## config.mk

```make
export PLATFORM = sky130hd
export DESIGN_NAME = lru_block_buffer_cache_tags_flat
export DESIGN_NICKNAME = d
export VERILOG_FILES = /design/src/design/lbc_pkg.sv /design/src/design/lbc_if.sv /design/src/design/lbc_front.sv /design/src/design/lbc_back.sv /design/src/design/lru_block_buffer_cache_tags.sv /design/src/flat_wrapper.sv
export VERILOG_INCLUDE_DIRS = /design/src /design/src/design
export SDC_FILE = /design/constraint.sdc
export NUM_CORES = 2
export LEC_CHECK = 0
export ABC_CLOCK_PERIOD_IN_PS = 14500
export BUFFER_PORTS_ARGS = -buffer_cell sky130_fd_sc_hd__buf_2
export CORE_ASPECT_RATIO = 1.1
export CORE_MARGIN = 2
export CORE_UTILIZATION = 45
export CTS_BUF_LIST = sky130_fd_sc_hd__clkbuf_16
export CTS_CLUSTER_DIAMETER = 100
export DETAILED_ROUTE_END_ITERATION = 12
export MAX_ROUTING_LAYER = met4
export PLACE_DENSITY = 0.65
export SETUP_SLACK_MARGIN = 0.15
export SYNTH_ARGS = -nofsm -noshare
export SYNTH_HDL_FRONTEND = slang
export SYNTH_HIERARCHICAL = 1
export SYNTH_SLANG_ARGS = --single-unit
```

## constraint.sdc

```tcl
create_clock -name clock -period 14.5 [get_ports clock]
set_input_delay 0.725 -clock clock [delete_from_list [all_inputs] [get_ports clock]]
set_output_delay 0.725 -clock clock [all_outputs]
set_load 0.02 [all_outputs]
```

## src/design/lru_block_buffer_cache_tags_defines.svh

```systemverilog
// assertion macros for the buffer cache tag manager
`ifndef LRU_BLOCK_BUFFER_CACHE_TAGS_DEFINES_SVH
`define LRU_BLOCK_BUFFER_CACHE_TAGS_DEFINES_SVH
// check that a condition implies a property on the same edge
`define LBC_ASSERT_IMP(label, clk, rst, cond, prop) \
   label: assert property (@(posedge clk) disable iff (rst) (cond) |-> (prop)) \
      else $error("assertion failed");
// check that a condition implies a property on the next edge
`define LBC_ASSERT_NEXT(label, clk, rst, cond, prop) \
   label: assert property (@(posedge clk) disable iff (rst) (cond) |=> (prop)) \
      else $error("assertion failed");
`endif

```

## src/design/lbc_pkg.sv

```systemverilog
// shared types and constants for the buffer cache tag manager
package lbc_pkg;
   localparam int DefNumBuffers = 32;
   typedef enum logic [1:0] {
      CMD_GET = 2'd0, CMD_RELEASE = 2'd1, CMD_PIN = 2'd2, CMD_UNPIN = 2'd3
   } cmd_type;
   typedef enum logic [1:0] {
      ST_OK = 2'd0, ST_NO_FREE = 2'd1, ST_UNDERFLOW = 2'd2, ST_OVERFLOW = 2'd3
   } status_type;
   typedef struct packed {
      cmd_type     cmd;
      logic [7:0]  device_id;
      logic [31:0] block_number;
      logic [4:0]  buffer_slot;
   } req_type;
   typedef struct packed {
      logic [4:0]  slot_out;
      logic        hit;
      logic        need_read;
      status_type  status;
   } rsp_type;
endpackage

```

## src/design/lbc_if.sv

```systemverilog
// valid/ready channel carrying one word
interface lbc_if #(parameter type word_type = logic) ();
   logic     valid;
   logic     ready;
   word_type word;
   modport source (output valid, output word, input ready);
   modport sink (input valid, input word, output ready);
endinterface

```

## src/design/lbc_front.sv

```systemverilog
// front: accepts request words into a short queue
module lbc_front (
   input logic clock,
   input logic reset,
   lbc_if.sink req,
   output lbc_pkg::req_type q_word,
   output logic q_valid,
   input logic q_take
);
   import lbc_pkg::*;
   req_type q_ff [2];
   req_type q_in [2];
   logic [1:0] cnt_ff, cnt_in;
   logic push;
   assign req.ready = (cnt_ff != 2'd2);
   assign push = req.valid && req.ready;
   assign q_valid = (cnt_ff != 2'd0);
   assign q_word = q_ff[0];
   always_comb begin
      q_in = q_ff;
      cnt_in = cnt_ff;
      if (q_take && q_valid) begin
         q_in[0] = q_ff[1];
         cnt_in = cnt_in - 2'd1;
      end
      if (push) begin
         q_in[cnt_in[0]] = req.word;
         cnt_in = cnt_in + 2'd1;
      end
   end
   always_ff @(posedge clock) begin
      q_ff <= q_in;
      if (reset) cnt_ff <= 2'd0;
      else cnt_ff <= cnt_in;
   end
endmodule

```

## src/design/lbc_back.sv

```systemverilog
// back: scans buffer tags over cycles and applies one command
module lbc_back #(parameter int NumBuffers = lbc_pkg::DefNumBuffers) (
   input logic clock,
   input logic reset,
   input lbc_pkg::req_type q_word,
   input logic q_valid,
   output logic q_take,
   lbc_if.source rsp
);
   import lbc_pkg::*;
   localparam int IW = $clog2(NumBuffers);
   typedef enum logic [4:0] {
      S_IDLE = 5'b00001, S_SCAN = 5'b00010, S_FREE = 5'b00100,
      S_AGE = 5'b01000, S_OUT = 5'b10000
   } state_type;
   state_type st_ff, st_in;
   logic [7:0]  tdev_ff [NumBuffers];
   logic [31:0] tblk_ff [NumBuffers];
   logic [NumBuffers-1:0] vld_ff;
   logic [7:0]  cnt_ff [NumBuffers];
   logic [IW-1:0] age_ff [NumBuffers];
   logic [IW:0] idx_ff;
   logic [IW-1:0] best_ff;
   logic found_ff;
   logic [IW-1:0] old_ff;
   rsp_type out_ff;
   logic [IW-1:0] i;
   logic [IW-1:0] sl;
   assign i = idx_ff[IW-1:0];
   assign sl = IW'(q_word.buffer_slot);
   logic slot_ok;
   assign slot_ok = ({27'd0, q_word.buffer_slot} < 32'(NumBuffers));
   assign rsp.valid = (st_ff == S_OUT);
   assign rsp.word = out_ff;
   assign q_take = (st_ff == S_OUT) && rsp.ready;
   always_ff @(posedge clock) begin
      if (reset) begin
         st_ff <= S_IDLE;
         vld_ff <= '0;
         for (int k = 0; k < NumBuffers; k++) begin
            tdev_ff[k] <= '0;
            tblk_ff[k] <= '0;
            cnt_ff[k] <= '0;
            age_ff[k] <= IW'(NumBuffers - 1 - k);
         end
      end else begin
         unique case (st_ff)
            S_IDLE: if (q_valid) begin
               idx_ff <= '0;
               found_ff <= 1'b0;
               out_ff <= '{slot_out: q_word.buffer_slot, hit: 1'b0,
                           need_read: 1'b0, status: ST_OK};
               if (q_word.cmd == CMD_GET) st_ff <= S_SCAN;
               else begin
                  st_ff <= S_OUT;
                  if (slot_ok) begin
                     if (q_word.cmd == CMD_PIN) begin
                        if (cnt_ff[sl] == 8'hff) out_ff.status <= ST_OVERFLOW;
                        else cnt_ff[sl] <= cnt_ff[sl] + 8'd1;
                     end else if (cnt_ff[sl] == 8'd0) out_ff.status <= ST_UNDERFLOW;
                     else begin
                        cnt_ff[sl] <= cnt_ff[sl] - 8'd1;
                        if (q_word.cmd == CMD_RELEASE && cnt_ff[sl] == 8'd1) begin
                           old_ff <= age_ff[sl];
                           best_ff <= sl;
                           st_ff <= S_AGE;
                        end
                     end
                  end
               end
            end
            S_SCAN: begin
               if (tdev_ff[i] == q_word.device_id && tblk_ff[i] == q_word.block_number
                   && (!found_ff || age_ff[i] < age_ff[best_ff])) begin
                  found_ff <= 1'b1;
                  best_ff <= i;
               end
               idx_ff <= idx_ff + 1'b1;
               if (idx_ff == (IW+1)'(NumBuffers - 1)) begin
                  idx_ff <= '0;
                  st_ff <= S_FREE;
               end
            end
            S_FREE: begin
               if (out_ff.hit || idx_ff == '0 && found_ff) begin
                  // hit: apply on entry, without a free scan
                  out_ff.hit <= 1'b1;
                  out_ff.slot_out <= 5'(best_ff);
                  out_ff.need_read <= !vld_ff[best_ff];
                  vld_ff[best_ff] <= 1'b1;
                  if (cnt_ff[best_ff] == 8'hff) out_ff.status <= ST_OVERFLOW;
                  else cnt_ff[best_ff] <= cnt_ff[best_ff] + 8'd1;
                  st_ff <= S_OUT;
               end else begin
                  if (idx_ff == '0) found_ff <= 1'b0;
                  if (cnt_ff[i] == 8'd0 &&
                      (idx_ff == '0 || !found_ff || age_ff[i] > age_ff[best_ff])) begin
                     found_ff <= 1'b1;
                     best_ff <= i;
                  end
                  idx_ff <= idx_ff + 1'b1;
                  if (idx_ff == (IW+1)'(NumBuffers)) begin
                     st_ff <= S_OUT;
                     if (!found_ff) begin
                        out_ff <= '{slot_out: 5'd0, hit: 1'b0, need_read: 1'b0,
                                    status: ST_NO_FREE};
                     end else begin
                        out_ff.slot_out <= 5'(best_ff);
                        out_ff.need_read <= 1'b1;
                        tdev_ff[best_ff] <= q_word.device_id;
                        tblk_ff[best_ff] <= q_word.block_number;
                        vld_ff[best_ff] <= 1'b1;
                        cnt_ff[best_ff] <= 8'd1;
                     end
                  end
               end
            end
            S_AGE: begin
               for (int k = 0; k < NumBuffers; k++)
                  if (age_ff[k] < old_ff) age_ff[k] <= age_ff[k] + 1'b1;
               age_ff[best_ff] <= '0;
               st_ff <= S_OUT;
            end
            S_OUT: if (rsp.ready) st_ff <= S_IDLE;
            default: st_ff <= S_IDLE;
         endcase
      end
   end
   `include "lru_block_buffer_cache_tags_defines.svh"
   `LBC_ASSERT_IMP(a_take_out, clock, reset, q_take, rsp.valid && q_valid)
   `LBC_ASSERT_NEXT(a_out_idle, clock, reset, rsp.valid && rsp.ready, st_ff == S_IDLE)
   `LBC_ASSERT_NEXT(a_age_out, clock, reset, st_ff == S_AGE, st_ff == S_OUT)
endmodule

```

## src/design/lru_block_buffer_cache_tags.sv

```systemverilog
// top level of the buffer cache tag manager
// channel | dir | word
// req     | in  | cmd, device_id, block_number, buffer_slot
// rsp     | out | slot_out, hit, need_read, status
// get: a tag scan, then on a miss a free scan
// release/pin/unpin: a release to zero adds an age update step
// a two-word request queue lets req accept one more word while rsp stalls
// synchronous reset clears all tags and counts at once and sets age k to NUM_BUFFERS-1-k
module lru_block_buffer_cache_tags #(parameter int NUM_BUFFERS = lbc_pkg::DefNumBuffers) (
   input logic clock,
   input logic reset,
   lbc_if.sink req,
   lbc_if.source rsp
);
   import lbc_pkg::*;
   req_type q_word;
   logic q_valid, q_take;
   lbc_front u_front (.clock, .reset, .req, .q_word, .q_valid, .q_take);
   lbc_back #(.NumBuffers(NUM_BUFFERS)) u_back (.clock, .reset, .q_word, .q_valid,
      .q_take, .rsp);
endmodule

```

## src/flat_wrapper.sv

```systemverilog
// flat-port wrapper written by rule: the top's interface ports become plain ports
module lru_block_buffer_cache_tags_flat import lbc_pkg::*;
#(parameter int NUM_BUFFERS = lbc_pkg::DefNumBuffers)
  (clock, reset, req_valid, req_word, req_ready, rsp_valid, rsp_word, rsp_ready);
  lbc_if #(.word_type(req_type)) req_i ();
  lbc_if #(.word_type(rsp_type)) rsp_i ();
  input logic clock;
  input logic reset;
  input wire logic [$bits(req_i.valid)-1:0] req_valid;
  input wire logic [$bits(req_i.word)-1:0] req_word;
  output wire logic [$bits(req_i.ready)-1:0] req_ready;
  output wire logic [$bits(rsp_i.valid)-1:0] rsp_valid;
  output wire logic [$bits(rsp_i.word)-1:0] rsp_word;
  input wire logic [$bits(rsp_i.ready)-1:0] rsp_ready;
  assign req_i.valid = req_valid;
  assign req_i.word = req_word;
  assign req_ready = req_i.ready;
  assign rsp_valid = rsp_i.valid;
  assign rsp_word = rsp_i.word;
  assign rsp_i.ready = rsp_ready;
  lru_block_buffer_cache_tags #(.NUM_BUFFERS(NUM_BUFFERS)) u_core (.clock(clock), .reset(reset), .req(req_i), .rsp(rsp_i));
endmodule
```

==> impl_metrics.py <==
metrics = {
    "clock_network": {
        "htree_levels": 4,
        "ctsResizeCount": 0,
        "clk_latency_ps": 890,
        "postCtsSetupBuffers": 0,
        "cts_buffer_depth": 3,
        "ctsHoldBuffers": 18,
        "clock_sinks": 1865,
        "cts_tree": "done",
        "clockRootBuffer": "clkbuf_16",
        "cts_buffers": 194,
        "clk_pin_slew_ps": 70,
    },
    "critical_path": {
        "critPathLaunchType": "flop",
        "reg2reg_to": "u_core/u_back/best_ff[3]$_DFFE_PP_",
        "slowest_stage": "dfxtp_4",
        "path_class": "flop to flop",
        "max_stage_delay_ps": 760,
        "required_ps": 15070,
        "end_kind": "flop",
        "critPathArrivalTime_ps": 7290,
        "worst_path_most_repeated_cell": "buf_4",
        "crit_fanout": 49,
        "crit_chain": "buf_4, buf_4, buf_4, mux4_2, mux2i_1, mux4_2, xor2_1, nand4_1, a2111oi_0, and4_1, a31oi_1, inv_1",
        "reg2reg_depth": 12,
        "reg2reg_slack_ps": 7780,
    },
    "die": {
        "dieArea_sq_um": 213000,
        "io_pins": 62,
        "core-area_sq_um": 209000,
        "fp.dieH_um": 484,
        "row_count": 176,
        "die_x_um": 441,
        "start_util_pct": 45.2,
    },
    "drt": {
        "drt_iter0_markers": 8668,
        "drc": 0,
        "vias_per_cell": 6.43,
        "vias": 62100,
        "drt_wl_total_um": 314000,
        "firstDrtPassIters": 6,
        "drt.antenna.violating_nets": 0,
        "wire_per_inst_um": 32.5,
    },
    "cells_and_area": {
        "final_cell_mix": "1,609 x edfxtp_1, 1,297 x and2_1, 519 x mux4_2, 366 x nor2_1, 337 x mux2i_1",
        "final_nets": 6953,
        "instances_no_fill": 9669,
        "layout-drive-gt1-share_pct": 17.9,
        "layout_commonest_cell": "edfxtp_1",
        "post-route-util_pct": 49.6,
        "area_growth_pct": 9.62,
    },
    "placed_design": {
        "post-dp-hpwl_um": 176000,
        "dpl.cell_count": 9273,
        "gp_congestion": 0.959,
        "portBuffers": 61,
    },
    "timing": {
        "fin_crit_ps": 6720,
        "timing.setup.tns_ps": 0,
        "fmax_mhz": 149,
        "worstMarginPinSlew_ps": 1320,
        "hold_viol": 0,
        "setup_viol": 0,
        "finalClockSkew_ps": 71.4,
        "finalCritPeriodShare_pct": 46.3,
        "slew_violations": 0,
        "max-slew-margin-rel_pct": 11.9,
        "grt_setup_unrepaired": "no",
    },
    "power_and_ir_drop": {
        "irDropWorstVdd_mv": 0.142,
        "p_per_area_nw_per_um2": 156,
        "leakage_nw": 36.7,
    },
    "global_routing": {
        "grt_overflow": 0,
        "grt_busiest_layer": "met2",
        "grt_antenna_before_repair": 23,
        "met1_usage_pct": 38.7,
        "gr-usage-met2_pct": 46.1,
        "globalRouteMet3Util_pct": 6.22,
        "grt_pass1_vias": 60000,
        "grt.total_usage_pct": 30.0,
        "grt_max_degree": 115,
        "grt_pass1_wl_um": 444000,
    },
    "synth": {
        "synth-edff-count": 1609,
        "synth_ff_type": "edfxtp_1",
        "synth.distinct_cells": 87,
        "netlist_area_sq_um": 94400,
        "synthArstFlopShare_pct": 0,
        "syn_area_per_cell_sq_um": 13.6,
        "ys_warn_count": 6,
        "syn_inst": 6923,
        "ys_seq_area_share_pct": 56.6,
        "syn_nets": 7148,
        "synth-seq-cells": 1865,
    },
    "min_path": {
        "hold_class": "primary input to flop",
        "hold_depth": 1,
        "hp-start": "req_word[8]",
    },
    "job": {
        "drv_cap": 0,
    },
    "status": {
        "status": "complete, no violations",
    },
}
[per-stage QoR]
step           setup slack [ps]  power (mW)  cell area [sq um]  hold WS [ps]
6_report                   7780        16.1             103000          49.6
5_1_grt                    7390        16.5             103000          23.0
4_1_cts                    7870        16.1             103000          5.36
3_5_place_dp               7880        11.2              97000           454
3_3_place_gp               7850        11.2              97000           442
2_1_floorplan              9330        9.64              94400           431
[where the power goes]
| part | switching [mW] | internal, mW | leakage (nW) |
|---|---|---|---|
| clock | 2.21 | 2.72 | 3.25 |
| combinational | 2.97 | 1.76 | 14.8 |
| sequential | 0.396 | 6.06 | 18.6 |
| total | 5.57 | 10.5 | 36.7 |
[worst max-delay path by stage]
stage / cells past startpoint / endpoint
floorplan: 22 / flop
detailed placement: 14 / u_core/u_back/best_ff[3]$_DFFE_PP_
global route: 14 / u_core/u_back/best_ff[3]$_DFFE_PP_
CTS: 14 / u_core/u_back/best_ff[3]$_DFFE_PP_
finish: 12 / u_core/u_back/best_ff[3]$_DFFE_PP_
global placement: 14 / u_core/u_back/best_ff[0]$_DFFE_PP_
[routing by layer]
layer,vias to the layer above,routed length (um)
li1,25400,-
met4,0,15000
met1,31800,117000
met2,4036,147000
met5,-,0
met3,853,34600
[cells by family (layout without fill, tap and decap cells)]
logic type      Yosys count  count (layout)  share of synthesized area [%]
fa+ha+maj               174             174                           2.31
other cells               0              19                              0
simple gates           2508            2508                           14.9
flops                  1865            1865                           56.6
buf+inv                 674             642                           3.52
mux                     910             910                           16.7
compound gates          610             610                           4.27
xor+xnor                182             182                           1.70
[layout make-up]
cell class / instances / area [sq um]
fill: 17700 / 105000
tap: 2759 / 3450
clock buffer: 196 / 4900
timing repair buffer: 257 / 1860
clock inverter: 163 / 1380
multi-input combinational: 4384 / 38300
antenna: 19 / 47.5
sequential: 1865 / 53500
inverter: 26 / 108
[sequential cells by signal, summed over array words and instances, names as in the netlist, 2 cells and up, named ones only]
name	cells
u_core/u_back/rsp.word	9
u_core/u_back/vld_ff	32
u_core/u_back/tdev_ff	256
u_core/u_back/idx_ff	6
u_core/u_back/tblk_ff	1024
u_core/u_front/cnt_ff	2
u_core/u_back/old_ff	5
u_core/u_front/q_word	47
u_core/u_back/age_ff	160
u_core/u_back/st_ff	5
u_core/u_back/best_ff	5
u_core/u_back/cnt_ff	256
[cells in the mapped netlist, drive strengths merged, types with 3 or more instances]
master	number	share of area (%)
or4b	3	0.032
dfxtp	256	5.4
xor2	119	1.1
nor3	127	0.67
o21ai	148	0.90
nor3b	7	0.061
o211ai	7	0.056
o221ai	9	0.084
and4	4	0.037
and3	16	0.11
nor4b	12	0.11
or4	7	0.056
a221oi	16	0.15
a21oi	141	0.75
a21o	7	0.056
xnor2	63	0.59
or2	30	0.20
mux2	48	0.57
buf	277	1.9
edfxtp	1609	51
nand3	124	0.66
a32oi	14	0.16
a22o	4	0.037
a31oi	40	0.28
ha	174	2.3
clkbuf	371	1.5
nor4	56	0.37
a311o	3	0.032
and2	1299	8.6
or3	8	0.053
inv	24	0.10
o41ai	5	0.054
nor2	398	1.6
o21bai	5	0.052
o32ai	3	0.028
nor2b	61	0.41
mux4	525	13
nand4	79	0.52
nand3b	7	0.056
a22oi	103	0.84
mux2i	337	3.6
nand2	168	0.67
nand2b	96	0.64
o22ai	53	0.35
a211oi	34	0.27
[critical path, delay by kind of cell, from the launching register on]
family                    cells  cell delay (ps)
xor gates and xnor gates      1              460
muxes                         3             1030
and+or+nand+nor               2              880
buffers and inverters         4             2250
AOI/OAI and AO/OA             2              910
DFF                           1              760
No activity file was read; power rests on OpenSTA's default activity.
